## src/fdfb_pkg.sv

```systemverilog
// Shared types and constants for the flip-dot frame builder.
// No dependencies; used by fdfb_image, flip_dot_frame_builder_top and the testbench.
`default_nettype none

package fdfb_pkg;

    // Default panel geometry
    localparam int WIDTH_DEF  = 28;
    localparam int HEIGHT_DEF = 7;

    // One stored column word
    localparam int COL_W = 8;

    // Operation codes
    localparam logic [1:0] FUNC_SET    = 2'd0;
    localparam logic [1:0] FUNC_CLR    = 2'd1;
    localparam logic [1:0] FUNC_RENDER = 2'd2;

    // Frame bytes
    localparam logic [7:0] FRAME_HEADER    = 8'h80;
    localparam logic [7:0] FRAME_WRITE_CMD = 8'h83;
    localparam logic [7:0] FRAME_END       = 8'h8f;

    typedef struct packed {
        logic [1:0]         func;
        logic signed [15:0] col_x;
        logic signed [15:0] row_y;
        logic [7:0]         red;
        logic [7:0]         green;
        logic [7:0]         blue;
    } t_in;

    typedef struct packed {
        logic [7:0] out_byte;
        logic       last;
    } t_out;

    // Control group from the sequencer to the image store
    typedef struct packed {
        logic rd_en;
        logic wr_en;
        logic clr;
    } t_img_ctl;

endpackage

`default_nettype wire

```

## src/flip_dot_frame_builder_top.sv

```systemverilog
// Flip-dot frame builder top level: command sequencer around the column image store.
// Depends on fdfb_pkg and fdfb_image.
// Set pixel: busy after start for a read, then a read-modify-write. Clear: taken while idle, busy stays low.
// Render: WIDTH + 4 result bytes, one per cycle: header, write command, address, columns, end;
// busy until the end byte goes out, with the columns paced by the single image read port.
// Synchronous active-low reset clears the image and the address register; results cannot stall.
`default_nettype none

module flip_dot_frame_builder_top #(
    parameter int WIDTH  = fdfb_pkg::WIDTH_DEF,
    parameter int HEIGHT = fdfb_pkg::HEIGHT_DEF
) (
    input  wire logic          i_clk,
    input  wire logic          i_rst_n,
    // command channel
    input  wire logic          start,
    output logic               busy,
    input  wire fdfb_pkg::t_in i_cmd,
    // result channel
    output logic               o_res_strobe,
    output fdfb_pkg::t_out     o_res,
    // configuration channel (panel address)
    input  wire logic          i_cfg_valid,
    output logic               o_cfg_ready,
    input  wire logic [7:0]    i_cfg_data
);

    localparam int AW = (WIDTH > 1) ? $clog2(WIDTH) : 1;
    localparam logic [fdfb_pkg::COL_W-1:0] ROW_MASK =
        fdfb_pkg::COL_W'((9'd1 << HEIGHT) - 9'd1);
    localparam logic [AW-1:0] LAST_COL = AW'(WIDTH - 1);

    // Sequencer states
    localparam logic [2:0] S_IDLE = 3'd0;
    localparam logic [2:0] S_WR   = 3'd1;  // pixel read-modify-write
    localparam logic [2:0] S_HDR  = 3'd2;
    localparam logic [2:0] S_CMD  = 3'd3;
    localparam logic [2:0] S_ADR  = 3'd4;  // also issues read of column 0
    localparam logic [2:0] S_COL  = 3'd5;
    localparam logic [2:0] S_END  = 3'd6;

    logic [2:0]                   r_state, n_state;
    logic [7:0]                   r_addr_reg;
    logic [AW-1:0]                r_col, n_col;
    logic [fdfb_pkg::COL_W-1:0]   r_bit, n_bit;
    logic                         r_lit, n_lit;
    logic                         r_strobe, n_strobe;
    fdfb_pkg::t_out               r_res, n_res;

    fdfb_pkg::t_img_ctl           img_ctl;
    logic [AW-1:0]                rd_addr;
    logic [fdfb_pkg::COL_W-1:0]   rd_data;
    logic [fdfb_pkg::COL_W-1:0]   wr_data;

    logic                         accept;
    logic                         x_ok;
    logic                         y_ok;

    assign accept = start && (r_state == S_IDLE);

    // Coordinates on the panel: nonnegative and below the panel size
    assign x_ok = !i_cmd.col_x[15] && ({1'b0, i_cmd.col_x[14:0]} < 16'(WIDTH));
    assign y_ok = !i_cmd.row_y[15] && ({1'b0, i_cmd.row_y[14:0]} < 16'(HEIGHT));

    // Read-modify-write value; data from the store is already masked
    assign wr_data = (r_lit ? (rd_data | r_bit) : (rd_data & ~r_bit)) & ROW_MASK;

    always_comb begin
        n_state     = r_state;
        n_col       = r_col;
        n_bit       = r_bit;
        n_lit       = r_lit;
        n_strobe    = 1'b0;
        n_res       = r_res;
        img_ctl     = '0;
        rd_addr     = r_col;

        case (r_state)
            S_IDLE: begin
                rd_addr = i_cmd.col_x[AW-1:0];
                if (accept) begin
                    case (i_cmd.func)
                        fdfb_pkg::FUNC_SET: begin
                            if (x_ok && y_ok) begin
                                img_ctl.rd_en = 1'b1;
                                n_col   = i_cmd.col_x[AW-1:0];
                                n_bit   = fdfb_pkg::COL_W'(1) << i_cmd.row_y[2:0];
                                n_lit   = |(i_cmd.red | i_cmd.green | i_cmd.blue);
                                n_state = S_WR;
                            end
                        end
                        fdfb_pkg::FUNC_CLR: begin
                            img_ctl.clr = 1'b1;
                        end
                        fdfb_pkg::FUNC_RENDER: begin
                            n_state = S_HDR;
                        end
                        default: begin
                            // unused code: ignored
                        end
                    endcase
                end
            end
            S_WR: begin
                img_ctl.wr_en = 1'b1;
                n_state       = S_IDLE;
            end
            S_HDR: begin
                n_strobe = 1'b1;
                n_res    = '{out_byte: fdfb_pkg::FRAME_HEADER, last: 1'b0};
                n_state  = S_CMD;
            end
            S_CMD: begin
                n_strobe = 1'b1;
                n_res    = '{out_byte: fdfb_pkg::FRAME_WRITE_CMD, last: 1'b0};
                n_state  = S_ADR;
            end
            S_ADR: begin
                n_strobe      = 1'b1;
                n_res         = '{out_byte: r_addr_reg, last: 1'b0};
                img_ctl.rd_en = 1'b1;
                rd_addr       = '0;
                n_col         = '0;
                n_state       = S_COL;
            end
            S_COL: begin
                n_strobe = 1'b1;
                n_res    = '{out_byte: 8'(rd_data & ROW_MASK), last: 1'b0};
                if (r_col == LAST_COL) begin
                    n_state = S_END;
                end else begin
                    img_ctl.rd_en = 1'b1;
                    rd_addr       = r_col + AW'(1);
                    n_col         = r_col + AW'(1);
                end
            end
            S_END: begin
                n_strobe = 1'b1;
                n_res    = '{out_byte: fdfb_pkg::FRAME_END, last: 1'b1};
                n_state  = S_IDLE;
            end
            default: begin
                n_state = S_IDLE;
            end
        endcase
    end

    // Control registers
    always_ff @(posedge i_clk) begin
        if (!i_rst_n) begin
            r_state    <= S_IDLE;
            r_strobe   <= 1'b0;
            r_addr_reg <= '0;
        end else begin
            r_state  <= n_state;
            r_strobe <= n_strobe;
            if (i_cfg_valid && o_cfg_ready) begin
                r_addr_reg <= i_cfg_data;
            end
        end
    end

    // Payload registers
    always_ff @(posedge i_clk) begin
        r_col <= n_col;
        r_bit <= n_bit;
        r_lit <= n_lit;
        r_res <= n_res;
    end

    fdfb_image #(
        .WIDTH (WIDTH),
        .AW    (AW)
    ) u_image (
        .i_clk     (i_clk),
        .i_rst_n   (i_rst_n),
        .i_ctl     (img_ctl),
        .i_rd_addr (rd_addr),
        .i_wr_addr (r_col),
        .i_wr_data (wr_data),
        .o_rd_data (rd_data)
    );

    assign busy         = (r_state != S_IDLE);
    assign o_cfg_ready  = (r_state == S_IDLE);
    assign o_res_strobe = r_strobe;
    assign o_res        = r_res;

endmodule

`default_nettype wire

```

## src/fdfb_image.sv

```systemverilog
// Column image store: one word per column, registered read, valid bit per entry.
// Depends on fdfb_pkg.
`default_nettype none

module fdfb_image #(
    parameter int WIDTH = fdfb_pkg::WIDTH_DEF,
    parameter int AW    = 5
) (
    input  wire logic                      i_clk,
    input  wire logic                      i_rst_n,
    input  wire fdfb_pkg::t_img_ctl        i_ctl,
    input  wire logic [AW-1:0]             i_rd_addr,
    input  wire logic [AW-1:0]             i_wr_addr,
    input  wire logic [fdfb_pkg::COL_W-1:0] i_wr_data,
    output logic [fdfb_pkg::COL_W-1:0]     o_rd_data
);

    logic [fdfb_pkg::COL_W-1:0] r_mem [WIDTH];
    logic [WIDTH-1:0]           r_vld;
    logic [fdfb_pkg::COL_W-1:0] r_rd_data;
    logic                       r_rd_vld;

    // Storage, no reset
    always_ff @(posedge i_clk) begin
        if (i_ctl.wr_en) begin
            r_mem[i_wr_addr] <= i_wr_data;
        end
        if (i_ctl.rd_en) begin
            r_rd_data <= r_mem[i_rd_addr];
        end
    end

    // Valid bits: an entry never written since the last clear reads as zero
    always_ff @(posedge i_clk) begin
        if (!i_rst_n) begin
            r_vld    <= '0;
            r_rd_vld <= 1'b0;
        end else begin
            if (i_ctl.clr) begin
                r_vld <= '0;
            end else if (i_ctl.wr_en) begin
                r_vld[i_wr_addr] <= 1'b1;
            end
            if (i_ctl.rd_en) begin
                r_rd_vld <= r_vld[i_rd_addr];
            end
        end
    end

    assign o_rd_data = r_rd_vld ? r_rd_data : '0;

endmodule

`default_nettype wire

```

## config.mk

```make
export PLATFORM = sky130hd
export DESIGN_NAME = flip_dot_frame_builder_top
export DESIGN_NICKNAME = d
export VERILOG_FILES = /design/src/fdfb_pkg.sv /design/src/flip_dot_frame_builder_top.sv /design/src/fdfb_image.sv
export SDC_FILE = /design/constraint.sdc
export NUM_CORES = 1
export LEC_CHECK = 0
export BUFFER_PORTS_ARGS = -buffer_cell sky130_fd_sc_hd__buf_2
export CAP_MARGIN = 0
export CORE_ASPECT_RATIO = 1.5
export CORE_MARGIN = 2
export CORE_UTILIZATION = 55
export DETAILED_ROUTE_END_ITERATION = 6
export PLACE_DENSITY = 0.74
export SETUP_SLACK_MARGIN = 0.2
export SLEW_MARGIN = 15
export SYNTH_ARGS = -nofsm -noshare
export SYNTH_HDL_FRONTEND = slang
export SYNTH_SLANG_ARGS = --single-unit
```

## constraint.sdc

```tcl
create_clock -name i_clk -period 3.85 [get_ports i_clk]
set_input_delay 0.385 -clock i_clk [delete_from_list [all_inputs] [get_ports i_clk]]
set_output_delay 0.385 -clock i_clk [all_outputs]
set_load 0.01 [all_outputs]
```

# --- Yosys cells after proc, flatten, opt, wreduce, memory -nomap -nowiden ---
# Memory sizes are Yosys's and may differ from the RTL's. A register that Yosys moved wholly into a read port is not among the register bits.
# Cells that the tools add are included.
totals:
  out_inout_bits: 12
  latchBits: 0
  ram_bits: 196
  in_bits: 70
  mem_bits_ro: 0
  wordCells: 89
  memories: 1
  register_bits: 63
mem_list:
  columns: ["name", "words", "width", "read_ports", "rd_clocked_by_memory_dff", "write_ports", "line_no", "source"]
  rows:
  - ["u_image.r_mem", 28, 7, 1, 1, 1, "fdfb_image.sv:18", "logic [fdfb_pkg::COL_W-1:0] r_mem [WIDTH];"]
classes:
  shifts: 1
  mux: 30
  reduce_logical: 19
  div_mod_pow: 0
  add_sub_neg: 1
  mul: 0
  n_eq_ne: 15
  bitwise: 7
  order_cmp: 5
ops:
  columns: ["operator", "n"]
  rows:
  - ["$pmux W9 S5", 1]
  - ["$pmux W5 S3", 2]
  - ["$or A28 B28 Y28", 1]
  - ["$mux W5", 4]
  - ["$or A8 B8 Y8", 2]
  - ["$lt A15 B3 Y1 const B", 1]
  - ["$lt A15 B5 Y1 const B", 1]
  - ["$pmux W3 S5", 1]
  - ["$mux W7", 2]
  - ["$mux W1", 13]
  - ["$lt A5 B6 Y1 const B", 2]
  - ["$reduce_and A4 Y1", 3]
  - ["$eq A3 B3 Y1 const B", 3]
  - ["$mux W3", 3]
  - ["$reduce_or A8 Y1", 1]
  - ["$and A7 B7 Y7", 1]
  - ["$not A7 Y7", 1]
  - ["$or A7 B7 Y7", 1]
  - ["$shl A1 B3 Y7 const A", 1]
  - ["$eq A3 B2 Y1 const B", 2]
  - ["$logic_and A1 B1 Y1", 6]
  - ["$ne A2 B1 Y1 const B", 3]
  - ["$pmux W3 S2", 1]
  - ["$reduce_bool A3 Y1", 2]
  - ["other kinds (19)", 20]

# --- Logic depth before layout (Yosys ltp) ---
# Gate-level depths: netlist (run 1).
depth:
  ltp_word: 7
  depth_mapped: 12
  mapped_depth_nobuf: 9

# --- Hierarchy ---
# From an unflattened synthesis (run 1), not the netlist that was laid out.
hier_totals:
  cells_unflattened: 805
  area_unflattened_um2: 12316.8
modules_own_cells:
  columns: ["mod", "instances", "seq_area_each_um2", "cells_per_inst", "area_per_inst_um2"]
  rows:
  - ["fdfb_image", 1, 7547.2, 591, 10327.4]
  - ["flip_dot_frame_builder_top", 1, 900.9, 214, 1989.4]

# --- Worst setup path after synthesis (run 1) ---
# Ideal clock, no wire load.
synth_timing:
  path_type: "register to register"
  startpoint: "register r_state[0]"
  endpoint: "register u_image.r_rd_vld"
  path_buffers: 1
  required_ps: 3734
  setup_slack_ps: 1014
  path_stages_with_launch: 9
  period_less_slack_ps: 2836
  t_arrival_ps: 2720
  setup_ps: 116
  cell_sequence: "dfxtp_1 buf_4 nor3_4 inv_2 nor4b_1 a21oi_1 a2111oi_2 o211ai_1 o211a_1"
synth_via:
  elab_chain_cells: 4
  word_cells_on_any_way: 9
  cone_classes: "2 x eq/ne; 5 x mux; 2 x reduce/logical"
synth_rtl:
  columns: ["item", "line_no", "source"]
  rows:
  - ["start, declared", "flip_dot_frame_builder_top.sv:42", "logic [2:0] r_state, n_state;"]
  - ["start signal, assigned", "flip_dot_frame_builder_top.sv:155", "r_state <= n_state;"]
  - ["$logic_not A3 Y1 *", null, null]
  - ["named net o_cfg_ready", "flip_dot_frame_builder_top.sv:24", "output logic o_cfg_ready,"]
  - ["$pmux W5 S3 or $logic_and A1 B1 Y1 (tied branches)", "flip_dot_frame_builder_top.sv:78, flip_dot_frame_builder_top.sv:59", null]
  - ["$bmux W1 S5 or $mux W1 (tied branches)", "fdfb_image.sv:45, flip_dot_frame_builder_top.sv:81", null]
  - ["$mux W1 (not written as such) or $pmux W1 S3 (tied branches)", "fdfb_image.sv:45, flip_dot_frame_builder_top.sv:78", null]
  - ["end signal, assigned", "fdfb_image.sv:45", "r_rd_vld <= r_vld[i_rd_addr];"]
  - ["end, declared", "fdfb_image.sv:21", "logic r_rd_vld;"]
# The timed path passes the listed nets; every way through them passes the cells marked *. The select of a mux whose other input is x is not followed.
# A chain may end at the register's enable or synchronous reset.

# --- Worst setup path in the final report (run 1) ---
layout_timing:
  startpoint: "register r_col[1]"
  endpoint: "register u_image.r_rd_data[6] (netlist bit), read port of u_image.r_mem, data pin"
layout_via:
  elab_chain_cells: 3
  word_cells_on_any_way: 6
  cone_classes: "1 x add/sub; 1 x eq/ne; 4 x mux"
layout_rtl:
  columns: ["item", "line_no", "source"]
  rows:
  - ["start, declared", "flip_dot_frame_builder_top.sv:44", "logic [AW-1:0] r_col, n_col;"]
  - ["start signal, assigned", "flip_dot_frame_builder_top.sv:165", "r_col <= n_col;"]
  - ["$add A5 B1 Y5 or $eq A5 B5 Y1 (tied branches)", "flip_dot_frame_builder_top.sv:133, flip_dot_frame_builder_top.sv:129", null]
  - ["$mux W5 or $mux W1 (tied branches)", null, null]
  - ["$pmux W5 S3 or $pmux W1 S3 (tied branches)", "flip_dot_frame_builder_top.sv:78", "case (r_state)"]
  - ["end, declared", "fdfb_image.sv:20", "logic [fdfb_pkg::COL_W-1:0] r_rd_data;"]
# Several ways; a longest one is shown, not always the timed one.

==> results of run 1 <==
[kinds of logic after synthesis]
| family | count (synthesis) | share of synthesized area |
|---|---|---|
| buf+inv | 54 | 0.0256 |
| xor+xnor | 4 | 0.00305 |
| fa+ha+maj | 4 | 0.00436 |
| mux | 54 | 0.0489 |
| compound gates | 169 | 0.109 |
| flops | 266 | 0.660 |
| simple gates | 350 | 0.149 |
[metrics by stage]
step | std cells | setup slack, ps | util | instance area, sq um
finish | 1276 | 321 | 0.642 | 13100
global route | 1276 | 247 | 0.642 | 13100
CTS | 1276 | 351 | 0.642 | 13100
detailed placement | 1232 | 376 | 0.599 | 12200
global placement | 1232 | 534 | 0.599 | 12200
floorplan | 901 | 1010 | - | 11500
[routing by layer]
metal  share of wire  vias to the layer above  track usage  wire length (microns)
met3           0.063                       89       0.0319                   1780
met4           0.051                        0        0.127                   1440
li1                -                     3600            -                      -
met1            0.37                     3848        0.306                  10500
met5               0                        -            0                      0
met2            0.52                      360        0.462                  14700
[power groups by stage]
stage	registers, mW	clock network [mW]	logic, mW
6_report	3.10	2.59	0.468
5_1_grt	3.10	2.72	0.503
4_1_cts	3.10	2.62	0.461
3_5_place_dp	3.16	0	0.457
3_3_place_gp	3.16	0	0.452
2_1_floorplan	3.16	0	0.306
[synthesized netlist by cell type, types with 4 or more instances]
| cell | n |
|---|---|
| edfxtp_1 | 225 |
| nand2_1 | 138 |
| nand3_1 | 73 |
| nor2_1 | 51 |
| mux2i_1 | 45 |
| dfxtp_1 | 41 |
| o21ai_0 | 40 |
| o21a_1 | 30 |
| a21oi_1 | 20 |
| a32oi_1 | 17 |
| clkbuf_1 | 17 |
| buf_2 | 16 |
| nor4_1 | 12 |
| and3_1 | 10 |
| nor2b_1 | 9 |
| a21boi_0 | 8 |
| and2_1 | 8 |
| buf_6 | 7 |
| o221ai_1 | 7 |
| a2111oi_0 | 6 |
| mux2_2 | 6 |
| nand2b_1 | 6 |
| nor3_1 | 6 |
| o211ai_1 | 6 |
| inv_1 | 5 |
| nand4_1 | 5 |
| nor4b_1 | 5 |
| a211oi_2 | 4 |
| a31oi_1 | 4 |
| buf_4 | 4 |
| ha_1 | 4 |
| nand3b_1 | 4 |
| nor3b_1 | 4 |
[worst max-delay path: stages (launching register included)]
cell	delay, ps
edfxtp_1	500
ha_1	310
and4b_1	420
mux2i_1	350
nand2b_1	400
buf_4	310
a2111oi_0	140
nor4b_1	720
nor3_1	100
[path summary, 6_finish.rpt]
kind / to / slack [ps] / depth (start not counted)
hold / removal: r_addr_reg[5]$_SDFFE_PN0P_ / 110 / 3
setup reg to reg: u_image.r_rd_data[6]$_DFFE_PP_ / 320 / 8
setup / recovery: u_image.r_rd_data[6]$_DFFE_PP_ / 320 / 8
hold reg to reg: u_image.r_vld[9]$_SDFFE_PP0P_ / 460 / 1
[final cells by class]
type	instances	share of cell area
clock buffer	29	0.0529
clock inverter	15	0.0133
inverter	7	0.00200
multi-input combinational	581	0.279
sequential	266	0.578
tap	264	0.0252
timing repair buffer	114	0.0498
[timing repair]
action | 4_1_cts | 5_1_grt
resized for setup | 0 | 1
endpoints found under the setup margin | 0 | 1
hold buffers | 0 | 0
hold endpoints to repair | 0 | 0
==> metrics.md, run 1 <==
| Metric | Value |
|---|---|
| Layout Skew | `15.2 ps` |
| Final Cycle Share | `0.917` |
| Ys Warns | `0` |
| WS Path Type | `register to register` |
| Clk slew on worst S/H paths | `70 ps` |
| Vias in the first global route | `7940` |
| Number of flops mapped to enable cells by yosys | `225` |
| Post-synth top flop | `edfxtp_1` |
| WHS | `106 ps` |
| Io pins | `82` |
| CP endpoint kind | `register` |
| ANT cells | `0` |
| Max-slew headroom | `0.213` |
| H-tree Lvls | `1` |
| FF/Latch Area | `7580 sq um` |
| Top cell type's share of synthesized area | `0.589` |
| Starting Density | `0.562` |
| Post-synthesis register bit count | `266` |
| Die ar. | `22100 sq um` |
| Total Routed Length | `28400 microns` |
| Initial antenna violation count | `0` |
| TritonCTS clock tree | `yes` |
| Std-Cell Rows | `64` |
| Largest register FFs | `196` |
| # Post-CTS Setup Buffers | `0` |
| Synth cell types | `71` |
| Final setup vio count | `0` |
| Final hold violation count | `0` |
| Worst setup SP type | `register` |
| Max Cap Viol | `0` |
| Routability cong. | `0.888` |
| Post-DP HPWL | `19400 microns` |
| Slew Viols, Final | `0` |
| RSZ-0062 raised after global routing | `no` |
| Area leader, netlist | `edfxtp_1` |
| Die Y | `181 microns` |
| Clk pwr share | `0.420` |
| P_sw | `1.35 mW` |
| Vias per cell | `6.19` |
| NumNets Final | `1068` |
| Status | `complete, no violations` |
| Port bufs | `81` |
| Commonest non-fill, non-tap cell in the layout | `edfxtp_1` |
| Pre-antenna DRT Iters | `7` |
| CP required | `4100 ps` |
| Pwr dens | `470 nW/um^2` |
| Total power | `6.16 mW` |
| Number of fill cells | `1519` |
| Synthesized cell area | `11500 sq um` |
| DR vias | `7897` |
| Area of the multi-input gates | `3650 sq um` |
| Min-Delay Path Class | `input pin to register` |
| Worst Tran Pin Value | `1180 ps` |
| GRT Resource Usage Total | `0.260` |
| First-pass GRT wire length | `43700 microns` |
| Biggest register | `u_image.r_mem` |
| Share of post-route cells with drive strength above 1 | `0.192` |
| Pin count of the biggest net entering global routing | `41` |
| Grt total ovfl | `0` |
| Post-Synthesis Cells | `901` |
| ANT nets after route | `0` |
| Clock sinks | `266` |
| Internal | `4.81 mW` |
| P&R area growth vs syn | `14.2%` |
| Most frequent cells in the layout | `225 x edfxtp_1, 138 x nand2_1, 81 x buf_2` |
| Seq pwr share | `0.503` |
| Sw frac | `0.219` |
| Post-route DRC | `0` |
| Final worst path period need | `3530 ps` |
| Core Region | `20400 sq um` |
| Async SR Flop Fraction | `0` |
| Worst-path fanout max | `17` |
| Leakage | `4.98 nW` |
| RR Startpoint | `r_col[1]$_DFFE_PP_` |
| Worst Hold Launch | `i_cfg_data[5]` |
| Seq/Total Area, Yosys | `0.660` |
| Crit. Startpoint | `r_col[1]$_DFFE_PP_` |
| Root buffer cell | `clkbuf_16` |
| Die X | `122 microns` |
| Routed WL per cell | `22.3 microns` |
| Fmax | `0.283 GHz` |
| Comb power frac | `0.076` |
| Worst skew pair latency | `530 ps` |
| Setup TNS | `0 ps` |
| Worst EP arrival | `3780 ps` |
| Post-synth net total | `975` |
| Peak VDD IR | `0.000350 V` |
| Iter 0 DRT Violations | `710` |
| Longest Clk Path Bufs | `3` |
| Syn_area_per_cell | `12.7 sq um` |
| Top post-synthesis cells by area | `edfxtp_1 59%, dfxtp_1 7.1%, nand2_1 4.5%, mux2i_1 3.9%, nand3_1 3.2%` |
| Num CTS Buffers | `24` |
No activity file was read; power rests on OpenSTA's default activity.
==> run 2, diff against run 1 <==
Settings changed: CORE_UTILIZATION 55 to 60, PLACE_DENSITY 0.74 to 0.79.
==> run 2 against run 1 <==
Against the previous run: combinational power increased by 5.8%; hold slack improved by 12 ps; via count increased by 1.7%; final cell count decreased by 0.24%; largest cell class unchanged; largest power group unchanged.
==> metrics.md, run 2 (synthesis gave the netlist of run 1 again) <==
| Metric | Value |
|---|---|
| Status | `complete, no violations` |
| Max-slew headroom | `0.383 (+0.170)` |
| Pre-antenna DRT Iters | `5 (-2)` |
| Sw frac | `0.224 (+0.00485)` |
| H-tree Lvls | `1 (unchanged)` |
| Routed WL per cell | `22.8 microns (+2.3%)` |
| Fmax | `0.288 GHz (+1.5%)` |
| Post-route DRC | `0 (unchanged)` |
| Post-Route Utilization | `0.692 (+0.0500)` |
| Vias in the first global route | `7770 (-2.1%)` |
| Worst EP arrival | `3840 ps (+60 ps)` |
| Commonest non-fill, non-tap cell in the layout | `edfxtp_1` |
| Seq pwr share | `0.515 (+0.012)` |
| ANT nets after route | `0 (unchanged)` |
| Starting Density | `0.606 (+0.0443)` |
| Comb power frac | `0.082 (+0.006)` |
| Std-Cell Rows | `62 (-3.1%)` |
| Pin count of the biggest net entering global routing | `57 (+39%)` |
| Num CTS Buffers | `24 (unchanged)` |
| Largest register FFs | `196 (unchanged)` |
| Longest Clk Path Bufs | `3 (unchanged)` |
| Final hold violation count | `0 (unchanged)` |
| GRT Resource Usage Total | `0.284 (+0.0242)` |
| Worst-path fanout max | `11 (-6)` |
| Pwr dens | `459 nW/um^2 (-2.2%)` |
| CP required | `4210 ps (+110 ps)` |
| WS Path Type | `register to register` |
| P_sw | `1.35 mW (-0.14%)` |
| Clk pwr share | `0.402 (-0.018)` |
| Total Routed Length | `29000 microns (+2.0%)` |
| CTS Hold Bufs | `0 (unchanged)` |
| Total power | `6.02 mW (-2.3%)` |
| Design Area, Final | `13100 sq um (about the same)` |
| NumNets Final | `1073 (+0.47%)` |
| Peak VDD IR | `0.000316 V (-9.7%)` |
| Internal | `4.67 mW (-2.9%)` |
| Number of fill cells | `1318 (-13%)` |
| Clock sinks | `266 (unchanged)` |
| FF/Latch Area | `7580 sq um (unchanged)` |
| DR vias | `8032 (+1.7%)` |
| Die X | `117 microns (-4.1%)` |
| Port bufs | `81 (unchanged)` |
| DP Area | `12200 sq um (-0.10%)` |
| Iter 0 DRT Violations | `968 (+36%)` |
| Slew Viols, Final | `0 (unchanged)` |
| Most frequent cells in the layout | `225 x edfxtp_1, 138 x nand2_1, 81 x buf_2` |
| TritonCTS clock tree | `yes` |
| Die Y | `173 microns (-4.2%)` |
| CP endpoint kind | `register` |
| Final setup vio count | `0 (unchanged)` |
| Final Cycle Share | `0.903 (-0.0132)` |
| Die ar. | `20300 sq um (-8.1%)` |
| First-pass GRT wire length | `43500 microns (-0.49%)` |
| Layout Skew | `20.5 ps (+5.39 ps)` |
| Clk slew on worst S/H paths | `70 ps (about the same)` |
| Routability cong. | `0.925 (+4.1%)` |
| Post-DP HPWL | `19400 microns (about the same)` |
| Min-Delay Path Class | `input pin to register` |
| Root buffer cell | `clkbuf_16` |
| Vias per cell | `6.31 (+1.9%)` |
| WHS | `118 ps (+11.7 ps)` |
| Initial antenna violation count | `0 (unchanged)` |
| Grt total ovfl | `0 (unchanged)` |
| P&R area growth vs syn | `14.1% (about the same)` |
| Biggest register | `u_image.r_mem` |
| Share of post-route cells with drive strength above 1 | `0.191 (-0.000942)` |
| ANT cells | `0 (unchanged)` |
| RSZ-0062 raised after global routing | `no` |
| Worst Tran Pin Value | `922 ps (-259 ps)` |
| Max Cap Viol | `0 (unchanged)` |
| Core Region | `18900 sq um (-7.3%)` |
| Area of the multi-input gates | `3670 sq um (+0.31%)` |
| Final worst path period need | `3480 ps (-50.9 ps)` |
| Worst setup SP type | `register` |
| Io pins | `82 (unchanged)` |
| Leakage | `4.96 nW (-0.45%)` |
| Reg2reg setup slack | `370 ps (+50 ps)` |
| Worst skew pair latency | `530 ps (about the same)` |
| Setup TNS | `0 ps (unchanged)` |
-- run 2: changes by cell type in the layout (fill, tap and decap cells not counted), sizes merged --
cell / previous run / this run
clkbuf: 29 / 36
clkinvlp: 0 / 1
clkinv: 10 / 5
buf: 114 / 119
bufinv: 4 / 2
inv: 8 / 7
-- run 2: final cells by class --
type / count / share of cell area
Sequential cell: 266 / 0.579
Clock inverter: 8 / 0.00822
Timing Repair Buffer: 119 / 0.0537
Tap cell: 256 / 0.0245
Inverter: 7 / 0.00201
Clock buffer: 36 / 0.0532
Multi-Input combinational cell: 581 / 0.280
-- run 2: critical path: stages, from the launching register on --
cell and delay [ps]:
edfxtp_1 540, ha_1 330, and4b_1 420, mux2i_1 380
nor2b_2 220, buf_4 190, and3_1 150, a2111oi_0 630
nor4b_1 130, buf_4 190, nor3_1 130
-- run 2: layer usage --
layer,routed length [microns],GRT usage,vias up
met2,14900,0.488,450
met1,10400,0.346,3865
met3,2320,0.0462,96
met4,1360,0.130,0
li1,-,-,3621
met5,0,0,-
-- run 2: power groups by stage --
stage	registers [mW]	logic [mW]	clock network, mW
3_3_place_gp	3.16	0.458	0
6_report	3.10	0.495	2.42
4_1_cts	3.10	0.471	2.43
3_5_place_dp	3.16	0.465	0
2_1_floorplan	3.16	0.306	0
5_1_grt	3.10	0.527	2.53
-- run 2: path summary, 6_finish.rpt --
path / startpoint / end / cells past startpoint
worst max register to register: r_col[0]$_DFFE_PP_ / u_image.r_rd_data[3]$_DFFE_PP_ / 10
worst min register to register: u_image.r_vld[9]$_SDFFE_PP0P_ / u_image.r_vld[9]$_SDFFE_PP0P_ / 1
worst min-delay path: i_cfg_data[5] / r_addr_reg[5]$_SDFFE_PN0P_ / 3
worst max-delay path: r_col[0]$_DFFE_PP_ / u_image.r_rd_data[3]$_DFFE_PP_ / 10
-- run 2: timing repair --
| action | 4_1_cts | 5_1_grt |
|---|---|---|
| endpoints found under the setup margin | 0 | 2 |
| resized for setup | 0 | 1 |
| buffers inserted | 0 | 7 |
-- run 2: per-stage QoR --
step | cells | setup slack [ps]
floorplan | 901 | 1010
global placement | 1222 | 467
detailed placement | 1222 | 415
CTS | 1266 | 404
global route | 1273 | 242
finish | 1273 | 372
==> run 3, diff against run 2 <==
Settings changed: CELL_PAD_IN_SITES_DETAIL_PLACEMENT set to 1, CELL_PAD_IN_SITES_GLOBAL_PLACEMENT set to 1, CORE_UTILIZATION 60 to 51, PLACE_DENSITY 0.79 to not set, PLACE_DENSITY_LB_ADDON set to 0.1, SYNTH_HIERARCHICAL set to 1.
Clock period 3.85 ns to 3.28 ns, I/O delays scaled along.
==> run 3 against run 2 <==
Against the previous run: sequential power up 18%; combinational power up 28%; wire length up 6.9%; core utilization down 7.7 points; hold slack worse by 77 ps; design area up 1.6%; clock-buffer cell count down 4; setup slack worse by 110 ps; total power up 24%; area after synthesis down 2.3%; critical endpoint is now u_image/r_rd_data[2]$_DFFE_PP_.
==> metrics.md, run 3 <==
| Metric | Value |
|---|---|
| Root buffer cell | `clkbuf_16` |
| Grt met1 use | `0.302 (-0.0438)` |
| CP max stage delay | `480 ps (-150 ps)` |
| CP cell instances | `ha_2, nand4b_1, nand2_1, o22a_1, a21oi_4, buf_12, buf_12, mux4_2, nor2b_1, a211oi_2, o211ai_1` |
| DP Area | `12200 sq um (-0.41%)` |
| Syn_area_per_cell | `14.9 sq um (+17%)` |
| RSZ-0062 raised after global routing | `no` |
| Commonest non-fill, non-tap cell in the layout | `edfxtp_1` |
| Worst skew pair latency | `540 ps (about the same)` |
| Final worst path period need | `3020 ps (-458 ps)` |
| Fmax | `0.331 GHz (+15%)` |
| CP endpoint kind | `register` |
| NumNets Final | `955 (-11%)` |
| Reg2Reg Depth | `11 (+1)` |
| Die Y | `186 microns (+7.0%)` |
| Clock sinks | `266 (unchanged)` |
| Worst setup SP type | `register` |
| Share of post-route cells with drive strength above 1 | `0.264 (+0.0733)` |
| Final setup vio count | `0 (unchanged)` |
| Longest Clk Path Bufs | `3 (unchanged)` |
| Worst EP arrival | `3290 ps (-550 ps)` |
| Dpl ws | `-58.5 ps (-474 ps)` |
| Largest register FFs | `196 (unchanged)` |
| P&R area growth vs syn | `18.7%` |
| Starting Density | `0.518 (-0.0883)` |
| Die ar. | `23200 sq um (+14%)` |
| Routed WL per cell | `26.3 microns (+16%)` |
| ANT nets after route | `0 (unchanged)` |
| Synthesized cell area | `11200 sq um (-2.3%)` |
| Most frequent CP cell | `buf_12` |
| Design Area, Final | `13300 sq um (+1.6%)` |
| First-pass GRT wire length | `47100 microns (+8.2%)` |
| Met2 Resource Use GR | `0.501 (+0.0133)` |
| Status | `complete, no violations` |
| CP required | `3550 ps (-660 ps)` |
| Io pins | `82 (unchanged)` |
| Num CTS Buffers | `27 (+13%)` |
| Routability cong. | `0.836 (-9.6%)` |
| Port bufs | `81 (unchanged)` |
| Layout Skew | `15.1 ps (-5.48 ps)` |
| Min-Delay Path Class | `input pin to register` |
| WS Path Type | `register to register` |
| Setup TNS | `0 ps (unchanged)` |
| Worst-path fanout max | `7 (-4)` |
| Grt total ovfl | `0 (unchanged)` |
| Vias in the first global route | `7906 (+1.8%)` |
| GR Util met3 | `0.0434 (-0.00275)` |
| Total Routed Length | `31000 microns (+6.9%)` |
| Initial antenna violation count | `1 (+1)` |
| Post-Synthesis Cells | `751 (-17%)` |
| FF/Latch Area | `7580 sq um (about the same)` |
| Vias per cell | `6.14 (-2.7%)` |
| Die X | `125 microns (+6.9%)` |
| Iter 0 DRT Violations | `529 (-45%)` |
| Slowest cell on the critical path | `mux4_2` |
| TritonCTS clock tree | `yes` |
| Crit-path leading delay family | `compound AO/OA/AOI/OAI gates` |
| Peak VDD IR | `0.000487 V (+54%)` |
| Hold path cells | `3 (unchanged)` |
| Final WS setup | `260 ps (-112 ps)` |
| GRT Resource Usage Total | `0.270 (-0.0140)` |
| Number of fill cells | `2026 (+54%)` |
| Final std cells w/o fill | `1177 (-7.5%)` |
| Pwr dens | `560 nW/um^2 (+22%)` |
| Ys Warns | `6 (+6)` |
| DR vias | `7225 (-10%)` |
| Post-DP HPWL | `20700 microns (+6.6%)` |
| Worst Tran Pin Value | `774 ps (-148 ps)` |
| Final Cycle Share | `0.921 (+0.0173)` |
| Max-slew headroom | `0.484 (+0.101)` |
| Post-Route Utilization | `0.615 (-0.0768)` |
| Pin count of the biggest net entering global routing | `37 (-35%)` |
| Biggest register | `u_image/r_mem` |
| Most frequent cells in the layout | `225 x edfxtp_1, 81 x buf_2, 68 x mux2i_1` |
| H-tree Lvls | `1 (unchanged)` |
| GR peak layer | `met2` |
| Post-synth net total | `822 (-16%)` |
| Leakage | `4.34 nW (-12%)` |
| Area of the multi-input gates | `3420 sq um (-6.8%)` |
| Pre-antenna DRT Iters | `5 (unchanged)` |
| Clk slew on worst S/H paths | `70 ps (about the same)` |
| Max Cap Viol | `0 (unchanged)` |
| Post-route DRC | `0 (unchanged)` |
| Core Region | `21600 sq um (+14%)` |
| Std-Cell Rows | `66 (+6.5%)` |
| ANT cells | `0 (unchanged)` |
| Final hold violation count | `0 (unchanged)` |
| Crit path depth | `11 (+1)` |
| CP Buf/Inv Count | `2 (unchanged)` |
| Slew Viols, Final | `0 (unchanged)` |
| Dpl cells | `1115 (-8.8%)` |
run 3: final cells by class:
| type | count | area share |
|---|---|---|
| sequential | 266 | 0.569 |
| multi-input combinational | 437 | 0.257 |
| timing repair buffer | 146 | 0.0780 |
| clock buffer | 32 | 0.0522 |
| tap | 272 | 0.0256 |
| clock inverter | 18 | 0.0164 |
| inverter | 6 | 0.00179 |
run 3: final timing paths:
kind / slack, ps / to / start
worst max-delay path: 260 / u_image/r_rd_data[2]$_DFFE_PP_ / r_col[1]$_DFFE_PP_
worst min register to register: 460 / u_image/r_vld[11]$_SDFFE_PP0P_ / u_image/r_vld[11]$_SDFFE_PP0P_
worst min-delay path: 40 / r_addr_reg[4]$_SDFFE_PN0P_ / i_cfg_data[4]
worst max register to register: 260 / u_image/r_rd_data[2]$_DFFE_PP_ / r_col[1]$_DFFE_PP_
run 3: layer usage:
| layer | up-vias | routed length, microns |
|---|---|---|
| met5 | - | 11 |
| met4 | 2 | 1360 |
| met3 | 77 | 1820 |
| met2 | 296 | 16600 |
| met1 | 3670 | 11200 |
| li1 | 3180 | - |
run 3: timing repair:
action | in CTS | in global routing
cloned | 2 | 0
buffers inserted | 3 | 7
resized for setup | 2 | 12
pin swaps | 1 | 8
hold buffers | 0 | 0
endpoints found under the setup margin | 8 | 8
run 3: worst min-delay path: stages:
cell     delay, ps
buf_2          100
nand2_1         60
a21oi_2         50
run 3: where the power goes:
| group | switching [mW] | internal (mW) |
|---|---|---|
| logic | 0.362 | 0.270 |
| clock network | 1.27 | 1.90 |
| registers | 0.0108 | 3.64 |
run 3: through the flow:
step	hold WS [ps]	total power [mW]
2_1_floorplan	432	4.08
6_report	40.6	7.46
4_1_cts	27.6	7.47
3_5_place_dp	447	4.28
3_3_place_gp	439	4.26
5_1_grt	46.1	7.65
